## src/hdl/evq_pkg.sv

```systemverilog
// ----------------------------------------------------------------------------
// evq_pkg
// Shared types and codes for the event queue dispatcher: commands, event
// kinds, result status codes, queue entry layouts and ring handshake structs.
// ----------------------------------------------------------------------------
package evq_pkg;

	localparam int ASYNC_DEPTH_DEF = 16;
	localparam int PAGE_DEPTH_DEF  = 8;

	typedef enum logic [1:0] {
		CMD_EVENT      = 2'd0,
		CMD_POP_ASYNC  = 2'd1,
		CMD_POP_PAGE   = 2'd2,
		CMD_PAGE_DONE  = 2'd3
	} cmd_t;

	// event kinds arriving with an event command
	localparam logic [2:0] KIND_COMPLETION = 3'd0;
	localparam logic [2:0] KIND_PAGE_REQ   = 3'd1;
	localparam logic [2:0] KIND_PORT_CHG   = 3'd2;
	localparam logic [2:0] KIND_DEV_FATAL  = 3'd3;
	localparam logic [2:0] KIND_WQ_CATAS   = 3'd4;
	localparam logic [2:0] KIND_OTHER      = 3'd5;

	typedef enum logic [2:0] {
		ST_DONE       = 3'd0,
		ST_EMPTY      = 3'd1,
		ST_OVERFLOW   = 3'd2,
		ST_ZERO       = 3'd3,
		ST_COALESCED  = 3'd4,
		ST_IGNORED    = 3'd5,
		ST_ASYNC_FULL = 3'd6
	} status_t;

	// async event kinds and elements
	localparam logic [1:0] AKIND_PORT_ACTIVE = 2'd0;
	localparam logic [1:0] AKIND_DEV_FATAL   = 2'd1;
	localparam logic [1:0] AKIND_WQ_FATAL    = 2'd2;
	localparam logic       ELEM_PORT         = 1'b0;
	localparam logic       ELEM_DEVICE       = 1'b1;

	typedef struct packed {
		logic [1:0] kind;
		logic       element;
		logic [3:0] handle;
	} async_entry_t;

	typedef struct packed {
		logic [15:0] func;
		logic [31:0] count;
	} page_entry_t;

	typedef struct packed {
		logic push;
		logic pop;
	} ring_ctrl_t;

	typedef struct packed {
		logic full;
		logic empty;
	} ring_stat_t;

endpackage

```

## src/hdl/evq_ring.sv

```systemverilog
// ----------------------------------------------------------------------------
// evq_ring
// Circular queue holding DEPTH-1 entries. Storage is a memory with one write
// port and one registered read port; the read register loads on a pop and
// holds otherwise.
// ----------------------------------------------------------------------------
module evq_ring #(
	parameter int DEPTH = 2,
	parameter int WIDTH = 1
) (
	input  logic                clk,
	input  logic                arst_n,
	input  evq_pkg::ring_ctrl_t ctrl,
	input  logic [WIDTH-1:0]    wdata,
	output logic [WIDTH-1:0]    rdata,
	output evq_pkg::ring_stat_t stat
);
	import evq_pkg::*;

	localparam int PW = (DEPTH > 1) ? $clog2(DEPTH) : 1;
	localparam logic [PW-1:0] LAST = PW'(DEPTH - 1);

	logic [WIDTH-1:0] mem [DEPTH];
	logic [WIDTH-1:0] rdata_q;
	logic [PW-1:0]    wr_q;
	logic [PW-1:0]    rd_q;
	logic [PW-1:0]    wr_nxt;
	logic [PW-1:0]    rd_nxt;

	assign wr_nxt = (wr_q == LAST) ? '0 : wr_q + 1'b1;
	assign rd_nxt = (rd_q == LAST) ? '0 : rd_q + 1'b1;

	assign stat.full  = (wr_nxt == rd_q);
	assign stat.empty = (wr_q == rd_q);
	assign rdata      = rdata_q;

	always_ff @(posedge clk or negedge arst_n) begin
		if (!arst_n) begin
			wr_q <= '0;
			rd_q <= '0;
		end else begin
			if (ctrl.push) begin
				wr_q <= wr_nxt;
			end
			if (ctrl.pop) begin
				rd_q <= rd_nxt;
			end
		end
	end

	always_ff @(posedge clk) begin
		if (ctrl.push) begin
			mem[wr_q] <= wdata;
		end
		if (ctrl.pop) begin
			rdata_q <= mem[rd_q];
		end
	end

endmodule

```

## src/hdl/event_queue_dispatcher_core.sv

```systemverilog
// ----------------------------------------------------------------------------
// event_queue_dispatcher_core
// Event dispatcher with an async event ring, a page request ring, an active
// page request and a sticky health error latch.
// ----------------------------------------------------------------------------
// One word is taken per clock while rsp_ready is high, and every word gives
// exactly one result word. A word is registered on entry, decoded against the
// queue state by the single decode stage, and its result is registered with
// the queue and latch updates; a stall on rsp_ready holds the word in the
// input register until the result register can advance. The async ring keeps
// ASYNC_DEPTH-1 events and the page ring PAGE_DEPTH-1 requests; queue storage
// has no reset and needs no clearing pass. The active page request is the last
// entry read from the page ring. health_failed is sticky until reset.
module event_queue_dispatcher_core #(
	parameter int ASYNC_DEPTH = evq_pkg::ASYNC_DEPTH_DEF,
	parameter int PAGE_DEPTH  = evq_pkg::PAGE_DEPTH_DEF
) (
	input  logic               clk,
	input  logic               arst_n,
	input  logic               req_valid,
	output logic               req_ready,
	input  logic [1:0]         cmd,
	input  logic [2:0]         event_kind,
	input  logic [23:0]        cq_id,
	input  logic [15:0]        fn_id,
	input  logic signed [31:0] page_count,
	input  logic [3:0]         port_number,
	input  logic               handler_failed,
	output logic               rsp_valid,
	input  logic               rsp_ready,
	output logic [2:0]         status,
	output logic               completion_valid,
	output logic [23:0]        completion_cq,
	output logic               fatal_mark,
	output logic               async_valid,
	output logic [1:0]         async_kind,
	output logic               async_element,
	output logic [3:0]         async_handle,
	output logic               page_valid,
	output logic [15:0]        page_function,
	output logic signed [31:0] page_amount,
	output logic               health_failed
);
	import evq_pkg::*;

	// input register
	logic        valid_s1;
	cmd_t        cmd_s1;
	logic [2:0]  kind_s1;
	logic [23:0] cq_s1;
	logic [15:0] func_s1;
	logic [31:0] count_s1;
	logic [3:0]  port_s1;
	logic        failed_s1;

	// result register
	logic        rsp_valid_q;
	status_t     status_s2;
	logic        comp_valid_s2;
	logic [23:0] comp_cq_s2;
	logic        fatal_s2;
	logic        avalid_s2;
	logic        pvalid_s2;

	logic        active_busy_q;
	logic        error_q;

	logic        adv;
	logic        go;

	ring_ctrl_t   actl;
	ring_ctrl_t   pctl;
	ring_stat_t   astat;
	ring_stat_t   pstat;
	async_entry_t awdata;
	async_entry_t ardata;
	page_entry_t  pwdata;
	page_entry_t  prdata;

	status_t     st;
	logic        comp_v;
	logic        fatal;
	logic        apush;
	logic        apop;
	logic        ppush;
	logic        ppop;
	logic        err_set;
	logic        busy_nxt;
	logic        coalesce;

	assign adv       = !rsp_valid_q || rsp_ready;
	assign req_ready = !valid_s1 || adv;
	assign go        = valid_s1 && adv;

	always_ff @(posedge clk or negedge arst_n) begin
		if (!arst_n) begin
			valid_s1 <= 1'b0;
		end else if (req_ready) begin
			valid_s1 <= req_valid;
		end
	end

	always_ff @(posedge clk) begin
		if (req_ready && req_valid) begin
			cmd_s1    <= cmd_t'(cmd);
			kind_s1   <= event_kind;
			cq_s1     <= cq_id;
			func_s1   <= fn_id;
			count_s1  <= page_count;
			port_s1   <= port_number;
			failed_s1 <= handler_failed;
		end
	end

	// active request matches on function and sign
	assign coalesce = active_busy_q && (func_s1 == prdata.func)
		&& (count_s1[31] == prdata.count[31]);

	always_comb begin
		st       = ST_DONE;
		comp_v   = 1'b0;
		fatal    = 1'b0;
		apush    = 1'b0;
		apop     = 1'b0;
		ppush    = 1'b0;
		ppop     = 1'b0;
		err_set  = 1'b0;
		busy_nxt = active_busy_q;
		awdata   = '{kind: AKIND_PORT_ACTIVE, element: ELEM_PORT,
			handle: (port_s1 != 4'd0) ? port_s1 : 4'd1};
		case (cmd_s1)
			CMD_EVENT: begin
				case (kind_s1)
					KIND_COMPLETION: begin
						comp_v = 1'b1;
					end
					KIND_PAGE_REQ: begin
						if (count_s1 == '0) begin
							err_set = 1'b1;
							st      = ST_ZERO;
						end else if (coalesce) begin
							st = ST_COALESCED;
						end else if (pstat.full) begin
							err_set = 1'b1;
							st      = ST_OVERFLOW;
						end else begin
							ppush = 1'b1;
						end
					end
					KIND_PORT_CHG: begin
						if (astat.full) begin
							st = ST_ASYNC_FULL;
						end else begin
							apush = 1'b1;
						end
					end
					KIND_DEV_FATAL, KIND_WQ_CATAS: begin
						fatal  = 1'b1;
						awdata = '{kind: (kind_s1 == KIND_DEV_FATAL) ?
							AKIND_DEV_FATAL : AKIND_WQ_FATAL,
							element: ELEM_DEVICE, handle: 4'd0};
						if (astat.full) begin
							st = ST_ASYNC_FULL;
						end else begin
							apush = 1'b1;
						end
					end
					default: begin
						st = ST_IGNORED;
					end
				endcase
			end
			CMD_POP_ASYNC: begin
				if (astat.empty) begin
					st = ST_EMPTY;
				end else begin
					apop = 1'b1;
				end
			end
			CMD_POP_PAGE: begin
				if (pstat.empty) begin
					st = ST_EMPTY;
				end else begin
					ppop     = 1'b1;
					busy_nxt = 1'b1;
				end
			end
			CMD_PAGE_DONE: begin
				if (!active_busy_q) begin
					st = ST_IGNORED;
				end else begin
					busy_nxt = 1'b0;
					err_set  = failed_s1;
				end
			end
			default: begin
				st = ST_IGNORED;
			end
		endcase
	end

	assign pwdata = '{func: func_s1, count: count_s1};

	assign actl.push = go && apush;
	assign actl.pop  = go && apop;
	assign pctl.push = go && ppush;
	assign pctl.pop  = go && ppop;

	evq_ring #(
		.DEPTH (ASYNC_DEPTH),
		.WIDTH ($bits(async_entry_t))
	) u_async_ring (
		.clk    (clk),
		.arst_n (arst_n),
		.ctrl   (actl),
		.wdata  (awdata),
		.rdata  (ardata),
		.stat   (astat)
	);

	evq_ring #(
		.DEPTH (PAGE_DEPTH),
		.WIDTH ($bits(page_entry_t))
	) u_page_ring (
		.clk    (clk),
		.arst_n (arst_n),
		.ctrl   (pctl),
		.wdata  (pwdata),
		.rdata  (prdata),
		.stat   (pstat)
	);

	always_ff @(posedge clk or negedge arst_n) begin
		if (!arst_n) begin
			rsp_valid_q   <= 1'b0;
			active_busy_q <= 1'b0;
			error_q       <= 1'b0;
		end else if (adv) begin
			rsp_valid_q <= valid_s1;
			if (valid_s1) begin
				active_busy_q <= busy_nxt;
				error_q       <= error_q | err_set;
			end
		end
	end

	always_ff @(posedge clk) begin
		if (go) begin
			status_s2     <= st;
			comp_valid_s2 <= comp_v;
			comp_cq_s2    <= comp_v ? cq_s1 : '0;
			fatal_s2      <= fatal;
			avalid_s2     <= apop;
			pvalid_s2     <= ppop;
		end
	end

	assign rsp_valid        = rsp_valid_q;
	assign status           = status_s2;
	assign completion_valid = comp_valid_s2;
	assign completion_cq    = comp_cq_s2;
	assign fatal_mark       = fatal_s2;
	assign async_valid      = avalid_s2;
	assign async_kind       = avalid_s2 ? ardata.kind : '0;
	assign async_element    = avalid_s2 ? ardata.element : 1'b0;
	assign async_handle     = avalid_s2 ? ardata.handle : '0;
	assign page_valid       = pvalid_s2;
	assign page_function    = pvalid_s2 ? prdata.func : '0;
	assign page_amount      = pvalid_s2 ? $signed(prdata.count) : '0;
	assign health_failed    = error_q;

	a_latch_sticky : assert property (@(posedge clk) disable iff (!arst_n)
		error_q |=> error_q)
		else $error("health latch cleared without reset");

	a_ring_one_op : assert property (@(posedge clk) disable iff (!arst_n)
		!((actl.push || actl.pop) && (pctl.push || pctl.pop)) && !(actl.push && actl.pop)
		&& !(pctl.push && pctl.pop))
		else $error("more than one ring operation in a cycle");

	a_fatal_status : assert property (@(posedge clk) disable iff (!arst_n)
		rsp_valid_q && fatal_s2 |-> (status_s2 == ST_DONE || status_s2 == ST_ASYNC_FULL))
		else $error("fatal mark with unexpected status");

	a_page_pop_busy : assert property (@(posedge clk) disable iff (!arst_n)
		pctl.pop |=> active_busy_q && pvalid_s2 && rsp_valid_q)
		else $error("page pop did not make request active");

endmodule

```

## config.mk

```make
export PLATFORM = sky130hd
export DESIGN_NAME = event_queue_dispatcher_core
export DESIGN_NICKNAME = d
export VERILOG_FILES = /design/src/hdl/evq_pkg.sv /design/src/hdl/evq_ring.sv /design/src/hdl/event_queue_dispatcher_core.sv
export SDC_FILE = /design/constraint.sdc
export NUM_CORES = 1
export LEC_CHECK = 0
export BUFFER_PORTS_ARGS = -buffer_cell sky130_fd_sc_hd__buf_2
export CORE_ASPECT_RATIO = 1.5
export CORE_UTILIZATION = 55
export DETAILED_ROUTE_END_ITERATION = 6
export GPL_TIMING_DRIVEN = 0
export PLACE_DENSITY_LB_ADDON = 0.2
export SLEW_MARGIN = 0
export SYNTH_ARGS = -nofsm -noshare
export SYNTH_HDL_FRONTEND = slang
export SYNTH_SLANG_ARGS = --single-unit
export TNS_END_PERCENT = 10
```

## constraint.sdc

```tcl
create_clock -name clk -period 16.4 [get_ports clk]
set_input_delay 1.64 -clock clk [delete_from_list [all_inputs] [get_ports clk]]
set_output_delay 1.64 -clock clk [all_outputs]
set_load 0.01 [all_outputs]
```

==> run_results.csv <==
group,metric,value,unit
status,status,"finished with violations",
status,violations,"DRC",
finish,final_cells,2135,
global_routing,grt_pass1_wl,79.1,mm
synthesis,yosysTopAreaCell,"edfxtp_1",
synthesis,yosysWarningCount,0,
clock_tree,hold_buffers,0,
pwr,leakage,10.3,nW
finish,drive_gt1_frac,0.358,
synthesis,ys_seq_elements,682,
floorplan,pin_count,175,
placement,dpl.cell_count,2024,
floorplan,start_util,0.556,
sta,fin_skew,0.0251,ns
critical_path,end_kind,"flip-flop",
route,wl_per_cell,24.8,µm
global_routing,grt_pass1_vias,12800,
floorplan,core,46700,µm²
finish,final_cell_mix,"664 x edfxtp_1, 189 x buf_2, 131 x mux4_2",
critical_path,crit_chain,"buf_2 > nand2b_1 > nand2_1 > inv_1 > nand3_1 > o21ba_2 > buf_6 > nand2_2 > nor3_2",
route,dr.pass1.iters,7,
finish,area_growth,15.9,%
pwr,ir_drop,0.112,mV
global_routing,grt_start_max_net_pins,55,
synthesis,synth.distinct_cells,48,
pwr,powerDensity,144,nW/µm²
synthesis,synth_cells,1191,
clock_tree,cts.clk_slew.worst_paths,0.06,ns
route,drt_wl_total,53.1,mm
critical_path,crit_required,16.63,ns
clock_tree,cts-resized-gates,0,
finish,antenna_cells,0,
synthesis,ys_async_sr_fraction,0.0264,
synthesis,synth_area_per_cell,21.8,µm²
route,viasPerCell,5.74,
clock_tree,clockBufferDepth,3,
synthesis,yosys.area.top_type_share,0.767,
critical_path,crit_path_max_fanout,32,
clock_tree,numCtsBuffers,60,
sta,finalHoldViolCount,0,
sta,final.setup.worst_slack,12.10,ns
floorplan,placement_rows,97,
clock_tree,cts_htree_levels,2,
synthesis,synthTopCellsByArea,"edfxtp_1 77%, mux4_2 11%, mux2_2 2.3%",
sta,slew_viol_final,0,
route,num_vias,12300,
finish,layout_commonest_cell,"edfxtp_1",
synthesis,synth-main-ff-cell,"edfxtp_1",
critical_path,cpPeakStageDelay,1.04,ns
synthesis,syn-cell-area,26000,µm²
synthesis,synth-edff-count,664,
floorplan,dieWidth,180,µm
sta,min_period,4.30,ns
sta,timing.hold.ws,0.499,ns
job,maxCapViolations,0,
critical_path,slowest_stage,"inv_1",
critical_path,rrSetupSlack,12.57,ns
floorplan,dieHeight,268,µm
placement,place_area,28300,µm²
sta,rsz0062_at_grt,"no",
clock_tree,clock-root-buffer,"clkbuf_16",
placement,io_buffer_count,174,
clock_tree,cts_tree,"done",
global_routing,grt_overflow,0,
clock_tree,clock-sinks,682,
finish,design_area,30100,µm²
route,first_iter_violations,1108,
global_routing,grtUsageTotal,0.224,
placement,routabilityCongestion,0.815,
finish,fillCellCount,3084,
clock_tree,insertion_delay,0.62,ns
global_routing,antenna_found_initial,1,
sta,setup_viol,0,
sta,max_slew_margin,0.122,
critical_path,cp.buffers_inverters,3,
synthesis,syn_nets,1290,
finish,nNetsFinal,1591,
critical_path,cp-start-kind,"input pin",
synthesis,synth-seq-area-share,0.784,
sta,tightest_slew,1.32,ns
route,ant_nets,0,
floorplan,die_area,48200,µm²
min_path,hp-class,"reg -> reg",
sta,fin_setup_tns,0,ns
placement,place_hpwl,36.5,mm
finish,utilization,0.645,
critical_path,critPathArrivalTime,4.52,ns
sta,fmaxAchievable,233,MHz
pwr,p_total,4.33,mW
critical_path,crit_type,"in -> reg",
critical_path,critical-path-top-delay-family,"simple AND/OR/NAND/NOR gates",
clock_tree,cts_setup_buffers,0,
sta,fin_crit_sh,0.262,
placement,dp_slack,10.92,ns
route,drc,14,
-- cell usage after synthesis (7+ instances only) --
library cell and instances:
nand2_1 12, buf_2 15, o21ai_0 7, ha_1 13, nand4_1 7, dfrtp_1 18
inv_1 13, edfxtp_1 664, mux4_2 131, mux2_2 54, a21oi_1 10, nor3_1 9
and2_1 86, xnor2_1 25, nor2_1 16, and3_1 15, nor4_1 15, clkbuf_1 24
-- area by class of cell --
type / instances / area [µm²] / area share
plain buffers: 52 / 279 / 0.00926
inverters: 14 / 52.6 / 0.00174
clock buffers: 84 / 1650 / 0.0548
clock inverters: 27 / 195 / 0.00648
well taps: 594 / 743 / 0.0247
multi-input cells: 443 / 5340 / 0.177
repair buffers: 239 / 1480 / 0.0492
flip-flops and latches: 682 / 20400 / 0.677
-- kinds of logic (layout without fill, tap and decap cells) --
logic type,Yosys count,in the layout,share of synthesized area
flops,682,682,0.784
buf+inv,66,416,0.0128
mux,187,187,0.138
simple gates,183,183,0.0418
xor+xnor,31,31,0.0104
compound gates,29,29,0.00669
fa+ha+maj,13,13,0.00626
-- final timing paths --
check	start	end	cells after the start
worst min register to register	valid_s1	rsp_valid	1
worst min-delay path	valid_s1	rsp_valid	1
worst max register to register	u_page_ring.wr_q[1]	u_page_ring.mem[1][9]	12
min in group asynchronous	arst_n	u_page_ring.rd_q[1]	1
worst max-delay path	rsp_ready	u_async_ring.mem[3][5]	9
max in group asynchronous	arst_n	u_page_ring.wr_q[0]	1
-- metal layers --
layer,GRT usage,share of wire
met5,0,0.00023
met4,0.0743,0.026
met3,0.0304,0.044
met2,0.407,0.54
met1,0.280,0.39
-- registers in the layout, indices dropped and copies added (netlist names), 2 cells and up --
name,count
u_page_ring.mem,384
status,3
kind_s1,3
port_s1,4
count_s1,32
completion_cq,24
u_page_ring.wr_q,3
u_async_ring.mem,112
u_page_ring.rd_q,3
u_async_ring.rd_q,4
u_async_ring.rdata,7
cmd_s1,2
cq_s1,24
func_s1,16
u_async_ring.wr_q,4
u_page_ring.rdata,48
-- where the power goes --
group,internal [mW],switching (mW)
Sequential,2.01,0.0479
Clock,0.720,0.606
Combinational,0.481,0.468
No activity file was read; power rests on OpenSTA's default activity.
